File: src/rtl/nsd_pkg.sv
// Shared types, result codes and the symbol alphabet of the string decoder.
// No dependencies; every other design file but nsd_if imports this package.
package nsd_pkg;

   // Result kinds
   localparam logic [1:0] KIND_HEADER = 2'd0;
   localparam logic [1:0] KIND_DATA   = 2'd1;
   localparam logic [1:0] KIND_END    = 2'd2;

   // Header is nine bytes: CRC, four key bytes, four length bytes
   localparam logic [3:0] HDR_BYTES = 4'd9;

   // Symbol given to any character outside the alphabet
   localparam logic [5:0] SYM_INVALID = 6'd63;
   localparam logic [5:0] SYM_OPEN_BRACE = 6'd62;

   // One complete group of three bytes, or a bare end mark, as queued
   typedef struct packed {
      logic [23:0] bytes;
      logic        has_group;
      logic        last;
   } grp_type;

   // Payload of one result, without its last flag
   typedef struct packed {
      logic [1:0]  kind;
      logic [7:0]  data_byte;
      logic [7:0]  crc;
      logic [31:0] key;
      logic [31:0] length;
      logic        truncated;
   } result_type;

   // Map the low seven bits of a character onto the 64-symbol alphabet
   function automatic logic [5:0] symbol_of(input logic [6:0] c);
      logic [5:0] s;
      if (c >= 7'h30 && c <= 7'h39) begin
         s = 6'(c - 7'd48);
      end else if (c >= 7'h41 && c <= 7'h5a) begin
         s = 6'(c - 7'd55);
      end else if (c >= 7'h61 && c <= 7'h7a) begin
         s = 6'(c - 7'd61);
      end else if (c == 7'h7b) begin
         s = SYM_OPEN_BRACE;
      end else begin
         s = SYM_INVALID;
      end
      return s;
   endfunction

endpackage

File: src/rtl/nsd_if.sv
// Handshake channels of the string decoder: characters in, results out, register write.
// No dependencies.
interface nsd_req_if;
   logic       valid;
   logic       ready;
   logic [7:0] ch;
   logic       last;
   modport source(output valid, ch, last, input ready);
   modport sink(input valid, ch, last, output ready);
endinterface

interface nsd_rsp_if;
   logic        valid;
   logic        ready;
   logic [1:0]  kind;
   logic [7:0]  data_byte;
   logic [7:0]  crc;
   logic [31:0] key;
   logic [31:0] length;
   logic        truncated;
   logic        last_result;
   modport source(output valid, kind, data_byte, crc, key, length, truncated, last_result,
                  input ready);
   modport sink(input valid, kind, data_byte, crc, key, length, truncated, last_result,
                output ready);
endinterface

interface nsd_csr_if;
   logic valid;
   logic ready;
   logic output_raw;
   modport source(output valid, output_raw, input ready);
   modport sink(input valid, output_raw, output ready);
endinterface

File: src/rtl/nsd_front.sv
// Front end: accepts characters, maps them to symbols and packs four symbols into a group.
// Depends on nsd_pkg and nsd_req_if; feeds nsd_queue.
module nsd_front (
   input  logic             clock,
   input  logic             reset,
   nsd_req_if.sink          req_if,
   input  logic             q_full,
   output logic             push_valid,
   output nsd_pkg::grp_type push_data
);
   import nsd_pkg::*;

   logic [17:0] acc_ff, acc_in;
   logic [1:0]  cnt_ff, cnt_in;
   logic [5:0]  sym;
   logic        take;

   assign req_if.ready = !q_full;
   assign take = req_if.valid && !q_full;
   assign sym  = symbol_of(req_if.ch[6:0]);

   // Collect symbols; close a group on the fourth, drop a partial group on last
   always_comb begin
      acc_in     = acc_ff;
      cnt_in     = cnt_ff;
      push_data  = '0;
      push_valid = 1'b0;
      if (take) begin
         if (cnt_ff != 2'd3) begin
            acc_in = {acc_ff[11:0], sym};
            cnt_in = cnt_ff + 2'd1;
         end else begin
            push_data.bytes     = {acc_ff, sym};
            push_data.has_group = 1'b1;
            acc_in              = '0;
            cnt_in              = '0;
         end
         if (req_if.last) begin
            push_data.last = 1'b1;
            acc_in         = '0;
            cnt_in         = '0;
         end
         push_valid = push_data.has_group || push_data.last;
      end
   end

   always_ff @(posedge clock) begin
      if (reset) begin
         acc_ff <= '0;
         cnt_ff <= '0;
      end else begin
         acc_ff <= acc_in;
         cnt_ff <= cnt_in;
      end
   end

endmodule

File: src/rtl/nsd_queue.sv
// Short FIFO of byte groups between the front end and the byte sequencer.
// Depends on nsd_pkg.
module nsd_queue #(
   parameter int DEPTH = 4
) (
   input  logic             clock,
   input  logic             reset,
   input  logic             push_valid,
   input  nsd_pkg::grp_type push_data,
   output logic             full,
   input  logic             pop,
   output logic             head_valid,
   output nsd_pkg::grp_type head_data
);
   import nsd_pkg::*;

   localparam int PtrW = (DEPTH > 1) ? $clog2(DEPTH) : 1;
   localparam int CntW = $clog2(DEPTH + 1);

   grp_type         entry_ff [DEPTH];
   logic [PtrW-1:0] wr_ptr_ff, rd_ptr_ff;
   logic [CntW-1:0] count_ff, count_in;
   logic            do_push;

   assign full       = (count_ff == CntW'(DEPTH));
   assign head_valid = (count_ff != '0);
   assign head_data  = entry_ff[rd_ptr_ff];
   assign do_push    = push_valid && !full;

   // Track fill level
   always_comb begin
      case ({do_push, pop})
         2'b10:   count_in = count_ff + CntW'(1);
         2'b01:   count_in = count_ff - CntW'(1);
         default: count_in = count_ff;
      endcase
   end

   // Store entries
   always_ff @(posedge clock) begin
      if (do_push) begin
         entry_ff[wr_ptr_ff] <= push_data;
      end
   end

   // Advance pointers with wrap
   always_ff @(posedge clock) begin
      if (reset) begin
         wr_ptr_ff <= '0;
         rd_ptr_ff <= '0;
         count_ff  <= '0;
      end else begin
         count_ff <= count_in;
         if (do_push) begin
            wr_ptr_ff <= (wr_ptr_ff == PtrW'(DEPTH - 1)) ? '0 : wr_ptr_ff + PtrW'(1);
         end
         if (pop) begin
            rd_ptr_ff <= (rd_ptr_ff == PtrW'(DEPTH - 1)) ? '0 : rd_ptr_ff + PtrW'(1);
         end
      end
   end

endmodule

File: src/rtl/nsd_back.sv
// Back end: walks the bytes of each queued group, parses the header, converts the
// payload and emits its results in order. Depends on nsd_pkg and nsd_rsp_if.
module nsd_back (
   input  logic             clock,
   input  logic             reset,
   input  logic             output_raw,
   input  logic             head_valid,
   input  nsd_pkg::grp_type head_data,
   output logic             pop,
   nsd_rsp_if.source        rsp_if
);
   import nsd_pkg::*;

   localparam logic [15:0] UTF8_MAX1 = 16'h007f;
   localparam logic [15:0] UTF8_MAX2 = 16'h07ff;
   localparam logic [7:0]  LEAD2     = 8'hc0;
   localparam logic [7:0]  LEAD3     = 8'he0;
   localparam logic [7:0]  CONT      = 8'h80;
   localparam logic [1:0]  BIDX_DONE = 2'd3;

   // Sequencer and decoder state
   logic [1:0]  bidx_ff, bidx_in;
   logic [1:0]  usub_ff, usub_in;
   logic [15:0] u_ff, u_in;
   logic [3:0]  hpos_ff, hpos_in;
   logic [7:0]  crc_ff, crc_in;
   logic [31:0] key_ff, key_in;
   logic [31:0] len_ff, len_in;
   logic [31:0] rem_ff, rem_in;
   logic [7:0]  low_ff, low_in;
   logic        have_low_ff, have_low_in;

   // Staging slot (holds a result until its last flag is known) and output register
   logic        s_valid_ff, s_valid_in;
   logic        s_final_ff, s_final_in;
   result_type  s_res_ff, s_res_in;
   logic        o_valid_ff, o_valid_in;
   logic        o_last_ff, o_last_in;
   result_type  o_res_ff, o_res_in;

   logic        o_free, adv, gen, gen_end, pop_nolast, s_move;
   logic [7:0]  cur_byte;
   logic [15:0] unit;
   result_type  res;

   assign o_free = !o_valid_ff || rsp_if.ready;
   assign adv    = head_valid && (!s_valid_ff || o_free);
   assign unit   = {cur_byte, low_ff};

   // Pick the byte of the group under work, most significant first
   always_comb begin
      case (bidx_ff)
         2'd0:    cur_byte = head_data.bytes[23:16];
         2'd1:    cur_byte = head_data.bytes[15:8];
         default: cur_byte = head_data.bytes[7:0];
      endcase
   end

   // One step per unstalled cycle: pending UTF-8 byte, next group byte, or close entry
   always_comb begin
      bidx_in     = bidx_ff;
      usub_in     = usub_ff;
      u_in        = u_ff;
      hpos_in     = hpos_ff;
      crc_in      = crc_ff;
      key_in      = key_ff;
      len_in      = len_ff;
      rem_in      = rem_ff;
      low_in      = low_ff;
      have_low_in = have_low_ff;
      gen         = 1'b0;
      gen_end     = 1'b0;
      pop         = 1'b0;
      pop_nolast  = 1'b0;
      res         = '0;
      if (adv) begin
         if (usub_ff != 2'd0) begin
            // Continuation bytes of a multi-byte sequence
            gen       = 1'b1;
            res.kind  = KIND_DATA;
            res.data_byte = (usub_ff == 2'd2) ? (CONT | {2'b00, u_ff[11:6]})
                                              : (CONT | {2'b00, u_ff[5:0]});
            usub_in   = usub_ff - 2'd1;
         end else if (head_data.has_group && bidx_ff != BIDX_DONE) begin
            bidx_in = bidx_ff + 2'd1;
            if (hpos_ff != HDR_BYTES) begin
               // Header bytes
               case (hpos_ff)
                  4'd0:    crc_in        = cur_byte;
                  4'd1:    key_in[7:0]   = cur_byte;
                  4'd2:    key_in[15:8]  = cur_byte;
                  4'd3:    key_in[23:16] = cur_byte;
                  4'd4:    key_in[31:24] = cur_byte;
                  default: len_in        = {len_ff[23:0], cur_byte};
               endcase
               hpos_in = hpos_ff + 4'd1;
               if (hpos_ff == HDR_BYTES - 4'd1) begin
                  gen         = 1'b1;
                  res.kind    = KIND_HEADER;
                  res.crc     = crc_ff;
                  res.key     = key_ff;
                  res.length  = len_in;
                  rem_in      = len_in;
                  have_low_in = 1'b0;
               end
            end else if (rem_ff != '0) begin
               // Payload bytes; anything beyond the length is dropped
               rem_in = rem_ff - 32'd1;
               if (output_raw) begin
                  gen           = 1'b1;
                  res.kind      = KIND_DATA;
                  res.data_byte = cur_byte;
               end else if (!have_low_ff) begin
                  low_in      = cur_byte;
                  have_low_in = 1'b1;
               end else begin
                  have_low_in = 1'b0;
                  u_in        = unit;
                  gen         = 1'b1;
                  res.kind    = KIND_DATA;
                  if (unit <= UTF8_MAX1) begin
                     res.data_byte = unit[7:0];
                     usub_in       = 2'd0;
                  end else if (unit <= UTF8_MAX2) begin
                     res.data_byte = LEAD2 | {3'b000, unit[10:6]};
                     usub_in       = 2'd1;
                  end else begin
                     res.data_byte = LEAD3 | {4'b0000, unit[15:12]};
                     usub_in       = 2'd2;
                  end
               end
            end
         end else begin
            // Close the entry; on last emit the end result and clear the decoder
            pop     = 1'b1;
            bidx_in = '0;
            if (head_data.last) begin
               gen           = 1'b1;
               gen_end       = 1'b1;
               res.kind      = KIND_END;
               res.truncated = (hpos_ff != HDR_BYTES) || (rem_ff != '0);
               hpos_in       = '0;
               crc_in        = '0;
               key_in        = '0;
               len_in        = '0;
               rem_in        = '0;
               low_in        = '0;
               have_low_in   = 1'b0;
            end else begin
               pop_nolast = 1'b1;
            end
         end
      end
   end

   // Move the staged result out once its last flag is settled
   always_comb begin
      s_move     = s_valid_ff && o_free && (s_final_ff || gen || pop_nolast);
      o_valid_in = o_valid_ff;
      o_last_in  = o_last_ff;
      o_res_in   = o_res_ff;
      s_valid_in = s_valid_ff;
      s_final_in = s_final_ff;
      s_res_in   = s_res_ff;
      if (s_move) begin
         o_valid_in = 1'b1;
         o_res_in   = s_res_ff;
         o_last_in  = s_final_ff || pop_nolast;
      end else if (rsp_if.ready) begin
         o_valid_in = 1'b0;
      end
      if (gen) begin
         s_valid_in = 1'b1;
         s_res_in   = res;
         s_final_in = gen_end;
      end else if (s_move) begin
         s_valid_in = 1'b0;
      end
   end

   always_ff @(posedge clock) begin
      if (reset) begin
         bidx_ff     <= '0;
         usub_ff     <= '0;
         hpos_ff     <= '0;
         crc_ff      <= '0;
         key_ff      <= '0;
         len_ff      <= '0;
         rem_ff      <= '0;
         low_ff      <= '0;
         have_low_ff <= 1'b0;
         s_valid_ff  <= 1'b0;
         s_final_ff  <= 1'b0;
         o_valid_ff  <= 1'b0;
         o_last_ff   <= 1'b0;
      end else begin
         bidx_ff     <= bidx_in;
         usub_ff     <= usub_in;
         hpos_ff     <= hpos_in;
         crc_ff      <= crc_in;
         key_ff      <= key_in;
         len_ff      <= len_in;
         rem_ff      <= rem_in;
         low_ff      <= low_in;
         have_low_ff <= have_low_in;
         s_valid_ff  <= s_valid_in;
         s_final_ff  <= s_final_in;
         o_valid_ff  <= o_valid_in;
         o_last_ff   <= o_last_in;
      end
   end

   // Payload registers
   always_ff @(posedge clock) begin
      u_ff     <= u_in;
      s_res_ff <= s_res_in;
      o_res_ff <= o_res_in;
   end

   assign rsp_if.valid       = o_valid_ff;
   assign rsp_if.kind        = o_res_ff.kind;
   assign rsp_if.data_byte   = o_res_ff.data_byte;
   assign rsp_if.crc         = o_res_ff.crc;
   assign rsp_if.key         = o_res_ff.key;
   assign rsp_if.length      = o_res_ff.length;
   assign rsp_if.truncated   = o_res_ff.truncated;
   assign rsp_if.last_result = o_last_ff;

endmodule

File: src/rtl/nsc_string_decoder.sv
// Top level of the encoded station-string decoder.
// Depends on nsd_pkg, nsd_if, nsd_front, nsd_queue and nsd_back.
//
// Usage:
//   req_if  - one character per item (ch, last). last ends the string.
//   rsp_if  - results: header (kind 0), payload/UTF-8 byte (kind 1), end (kind 2).
//             last_result marks the final result caused by one character.
//   csr_if  - writes output_raw (1 = raw payload, 0 = UTF-16LE to UTF-8).
//             Always ready; write only while the decoder is idle.
// Path: the results of a character pass through the queue, the staging slot and
//   the output register before they appear on rsp_if.
// Throughput: characters are taken one per cycle while the queue has room.
//   The byte sequencer takes a step for each byte of a group, for each extra
//   UTF-8 byte and to close each queued group.
// Reset: clears the decoder, the queue and output_raw.
// Stall: when rsp_if.ready is low the output register holds; the queue
//   keeps absorbing characters until it fills, then req_if.ready drops.
module nsc_string_decoder #(
   parameter int QUEUE_DEPTH = 4
) (
   input logic        clock,
   input logic        reset,
   nsd_req_if.sink    req_if,
   nsd_rsp_if.source  rsp_if,
   nsd_csr_if.sink    csr_if
);
   import nsd_pkg::*;

   logic    output_raw_ff;
   logic    push_valid, q_full, head_valid, pop;
   grp_type push_data, head_data;

   // Register write
   assign csr_if.ready = 1'b1;

   always_ff @(posedge clock) begin
      if (reset) begin
         output_raw_ff <= 1'b0;
      end else if (csr_if.valid) begin
         output_raw_ff <= csr_if.output_raw;
      end
   end

   nsd_front u_front (
      .clock      (clock),
      .reset      (reset),
      .req_if     (req_if),
      .q_full     (q_full),
      .push_valid (push_valid),
      .push_data  (push_data)
   );

   nsd_queue #(
      .DEPTH (QUEUE_DEPTH)
   ) u_queue (
      .clock      (clock),
      .reset      (reset),
      .push_valid (push_valid),
      .push_data  (push_data),
      .full       (q_full),
      .pop        (pop),
      .head_valid (head_valid),
      .head_data  (head_data)
   );

   nsd_back u_back (
      .clock      (clock),
      .reset      (reset),
      .output_raw (output_raw_ff),
      .head_valid (head_valid),
      .head_data  (head_data),
      .pop        (pop),
      .rsp_if     (rsp_if)
   );

endmodule

File: src/flat_wrapper.sv
// flat-port wrapper written by rule: the top's interface ports become plain ports
module nsc_string_decoder_flat import nsd_pkg::*;
#(
   parameter int QUEUE_DEPTH = 4
)
  (clock, reset, req_if_valid, req_if_ch, req_if_last, req_if_ready, rsp_if_valid, rsp_if_kind, rsp_if_data_byte, rsp_if_crc, rsp_if_key, rsp_if_length, rsp_if_truncated, rsp_if_last_result, rsp_if_ready, csr_if_valid, csr_if_output_raw, csr_if_ready);
  nsd_req_if req_if_i ();
  nsd_rsp_if rsp_if_i ();
  nsd_csr_if csr_if_i ();
  input logic clock;
  input logic reset;
  input wire logic [$bits(req_if_i.valid)-1:0] req_if_valid;
  input wire logic [$bits(req_if_i.ch)-1:0] req_if_ch;
  input wire logic [$bits(req_if_i.last)-1:0] req_if_last;
  output wire logic [$bits(req_if_i.ready)-1:0] req_if_ready;
  output wire logic [$bits(rsp_if_i.valid)-1:0] rsp_if_valid;
  output wire logic [$bits(rsp_if_i.kind)-1:0] rsp_if_kind;
  output wire logic [$bits(rsp_if_i.data_byte)-1:0] rsp_if_data_byte;
  output wire logic [$bits(rsp_if_i.crc)-1:0] rsp_if_crc;
  output wire logic [$bits(rsp_if_i.key)-1:0] rsp_if_key;
  output wire logic [$bits(rsp_if_i.length)-1:0] rsp_if_length;
  output wire logic [$bits(rsp_if_i.truncated)-1:0] rsp_if_truncated;
  output wire logic [$bits(rsp_if_i.last_result)-1:0] rsp_if_last_result;
  input wire logic [$bits(rsp_if_i.ready)-1:0] rsp_if_ready;
  input wire logic [$bits(csr_if_i.valid)-1:0] csr_if_valid;
  input wire logic [$bits(csr_if_i.output_raw)-1:0] csr_if_output_raw;
  output wire logic [$bits(csr_if_i.ready)-1:0] csr_if_ready;
  assign req_if_i.valid = req_if_valid;
  assign req_if_i.ch = req_if_ch;
  assign req_if_i.last = req_if_last;
  assign req_if_ready = req_if_i.ready;
  assign rsp_if_valid = rsp_if_i.valid;
  assign rsp_if_kind = rsp_if_i.kind;
  assign rsp_if_data_byte = rsp_if_i.data_byte;
  assign rsp_if_crc = rsp_if_i.crc;
  assign rsp_if_key = rsp_if_i.key;
  assign rsp_if_length = rsp_if_i.length;
  assign rsp_if_truncated = rsp_if_i.truncated;
  assign rsp_if_last_result = rsp_if_i.last_result;
  assign rsp_if_i.ready = rsp_if_ready;
  assign csr_if_i.valid = csr_if_valid;
  assign csr_if_i.output_raw = csr_if_output_raw;
  assign csr_if_ready = csr_if_i.ready;
  nsc_string_decoder #(.QUEUE_DEPTH(QUEUE_DEPTH)) u_core (.clock(clock), .reset(reset), .req_if(req_if_i), .rsp_if(rsp_if_i), .csr_if(csr_if_i));
endmodule
File: config.mk
export PLATFORM = sky130hd
export DESIGN_NAME = nsc_string_decoder_flat
export DESIGN_NICKNAME = d
export VERILOG_FILES = /design/src/rtl/nsd_pkg.sv /design/src/rtl/nsd_if.sv /design/src/rtl/nsd_front.sv /design/src/rtl/nsd_queue.sv /design/src/rtl/nsd_back.sv /design/src/rtl/nsc_string_decoder.sv /design/src/flat_wrapper.sv
export SDC_FILE = /design/constraint.sdc
export NUM_CORES = 1
export LEC_CHECK = 0
export BUFFER_PORTS_ARGS = -buffer_cell sky130_fd_sc_hd__buf_2
export CELL_PAD_IN_SITES_DETAIL_PLACEMENT = 1
export CELL_PAD_IN_SITES_GLOBAL_PLACEMENT = 1
export CORE_MARGIN = 5
export CORE_UTILIZATION = 23
export DETAILED_ROUTE_END_ITERATION = 7
export PLACE_DENSITY = 0.51
export REMOVE_ABC_BUFFERS = 1
export SLEW_MARGIN = 20
export SYNTH_ARGS = -nofsm -noshare
export SYNTH_HDL_FRONTEND = slang
export SYNTH_HIERARCHICAL = 1
export SYNTH_SLANG_ARGS = --single-unit
export TNS_END_PERCENT = 5
File: constraint.sdc
create_clock -name clock -period 6.6 [get_ports clock]
set_input_delay 0.99 -clock clock [delete_from_list [all_inputs] [get_ports clock]]
set_output_delay 0.99 -clock clock [all_outputs]
set_load 0.05 [all_outputs]
==> impl_metrics.ini <==
[global_routing]
grt_pass1_wl_mm = 79.2
grtUsageTotal = 0.117
grt_max_degree = 84
grt_pass1_vias = 12998
overflow = 0
antenna_found_initial = 2

[critical_path]
cp.required_ns = 7.10
worstPathArrival_ns = 4.57
reg2reg_depth = 9
worstPathMaxFanout = 18
crit_type = reg -> reg
start_kind = flip-flop
end_kind = flip-flop

[timing]
period_needed_ns = 4.07
period_share = 0.617
rsz0062_at_grt = false
setup_violations = 0
max_freq_ghz = 0.246
hold_viol_final = 0
final_max_slew_viol_count = 0
skew_ns = 0.0140
max-slew-margin-rel = 0.332
tightest_slew_ns = 1.00
fin_ws_ns = 2.53

[layout]
finalNonFillerCells = 2643
drive_above_1_share = 0.171
syn_to_final_growth_pct = 18.4
fin_util = 0.274
finalNetCount = 1594
stdcell_area_mm2 = 0.0215

[synth]
yosysSeqAreaShare = 0.637
ys_async_sr_fraction = 0
ys_warn_count = 6
synth_area_leaders = edfxtp_1, dfxtp_1, nor2_1
post-synth-top-count-cell = edfxtp_1
synthCells = 1471
synthTopCellsByCount = edfxtp_1, nor2_1, dfxtp_1
synth_edf_count = 282
yosys.area.top_type_share = 0.466
yosysUniqueCellTypes = 90
syn_area_mm2 = 0.0182
synth_top_area_cell = edfxtp_1
synth_seq_cells = 437
synth.avg_cell_area_um2 = 12.4
ys.flop_type = edfxtp_1

[cts]
hold_buffers = 0
postCtsSetupRepairBufs = 0
clock_latency_ns = 0.58
clk_pin_slew_ns = 0.06
htreeDepth = 2
cts_tree = yes
clockBufferDepth = 3
cts_resized = 0
numClockSinks = 437
root_buffer = clkbuf_16
cts_buffers = 48

[floorplanning]
core_area_mm2 = 0.0786
num_io_pins = 102
fp.dieArea_mm2 = 0.0847
die-width_um = 291
die_h_um = 291
rows = 103
initial_core_util = 0.231

[place]
pre_cts_slack_ns = 2.44
dpl_cell_area_mm2 = 0.0198
globalplace.congestion = 0.820
dp_cells = 2555
port_buffers = 99
dp_hpwl_mm = 34.3

[pwr]
peakVddDrop_mv = 0.184
power_density_mw_per_mm2 = 401
power.leakage_nw = 7.61

[hold_path]
hold_path_class = reg -> reg
holdPathStages = 0

[detailed_routing]
ant_nets = 0
first_pass_iters = 5
drt_iter0_markers = 578
dr_total_vias = 12194
drc = 0
totalWireLength_mm = 51.3
via_per_inst = 4.61
routedWlPerCell_um = 19.4

[run_status]
outcome = complete, no violations

[flow_run]
drv_cap = 0
[flip-flops by register name, indices dropped and copies added (netlist names), 3 cells and up, named ones only]
signal                          cells
u_core/u_back/crc_ff                8
u_core/u_back/hpos_ff               4
u_core/u_back/key_ff               32
u_core/u_back/len_ff               32
u_core/u_back/low_ff                8
u_core/u_back/rem_ff               32
u_core/u_back/rsp_if.crc            8
u_core/u_back/rsp_if.data_byte      8
u_core/u_back/rsp_if.key           32
u_core/u_back/rsp_if.length        32
u_core/u_back/s_res_ff             83
u_core/u_back/u_ff                 12
u_core/u_front/acc_ff              18
u_core/u_queue/count_ff             3
u_core/u_queue/entry_ff           104
[critical path: stages (launching register included)]
cell	delay [ns]
dfxtp_1	0.78
buf_4	0.47
mux4_2	0.37
inv_1	0.09
a211oi_2	0.49
nand2_1	0.50
a21oi_2	0.49
buf_4	0.32
o21ai_0	0.22
a21oi_1	0.20
[kinds of logic after synthesis]
logic type      count (synthesis)  synth area share
flops                         437             0.637
fa+ha+maj                      24            0.0169
buf+inv                       120            0.0283
mux                            82            0.0631
other cells                     1          0.000206
compound gates                293             0.113
simple gates                  505             0.138
xor+xnor                        9           0.00434
[metal layers]
layer | global-route usage | wire [um] | up-vias
li1 | - | - | 5704
met5 | 0 | 13 | -
met1 | 0.157 | 23600 | 6217
met3 | 0.0226 | 2340 | 59
met4 | 0.0303 | 1020 | 2
met2 | 0.195 | 24300 | 212
[per-stage QoR]
stage	TNS (ns)	hold WS, ns	total power [mW]
floorplan	-95.51	0.400	4.89
global placement	0	0.408	5.82
detailed placement	0	0.406	5.88
CTS	0	0.420	8.76
global route	0	0.424	9.06
finish	0	0.413	8.63
[area by class of cell]
cell class,count,area (um2)
Antenna cell,1,2.50
Clock buffer,57,1250
Clock inverter,30,420
Fill cell,8650,57100
Inverter,31,118
Multi-Input combinational cell,914,6130
Sequential cell,437,11600
Tap cell,1050,1310
Timing Repair Buffer,123,703
[final timing paths]
kind | start | endpoint | slack [ns]
worst max register to register | flip-flop | u_core/u_back/rem_ff[7] | 2.53
worst max-delay path | flip-flop | u_core/u_back/rem_ff[7] | 2.53
worst min-delay path | u_core/u_back/s_res_ff[27] | u_core/u_back/rsp_if.length[26] | 0.41
worst min register to register | u_core/u_back/s_res_ff[27] | u_core/u_back/rsp_if.length[26] | 0.41
[report_power, final]
| part | internal (mW) | total (mW) | leakage [nW] | switching, mW |
|---|---|---|---|---|
| registers | 3.24 | 3.37 | 3.88 | 0.136 |
| clock network | 1.72 | 2.84 | 0.798 | 1.12 |
| logic | 0.659 | 2.42 | 2.93 | 1.76 |
[cells in the final DEF (no fill, tap or decap), types with 7 or more instances in the layout]
cell	Yosys	layout
a211oi_1	14	14
a21oi_1	69	68
a22o_1	10	10
a22oi_1	46	46
a31oi_1	26	26
and2_1	12	12
and3_1	63	63
buf_2	9	98
buf_4	2	23
bufinv_16	0	9
clkbuf_1	66	7
clkbuf_16	0	48
clkinv_1	0	7
dfxtp_1	155	155
edfxtp_1	282	282
ha_1	23	23
inv_1	31	30
mux2i_1	55	55
mux4_2	26	26
nand2_1	68	67
nand2b_1	8	8
nand3_1	24	24
nand3b_1	7	7
nand4_1	9	9
nor2_1	198	195
nor2b_1	7	7
nor3_1	55	53
nor3_2	5	7
nor4_1	12	11
o21ai_0	35	35
o21ai_1	9	9
o22ai_1	11	11
o31ai_1	8	8
Power figures use the tool's default switching activity.
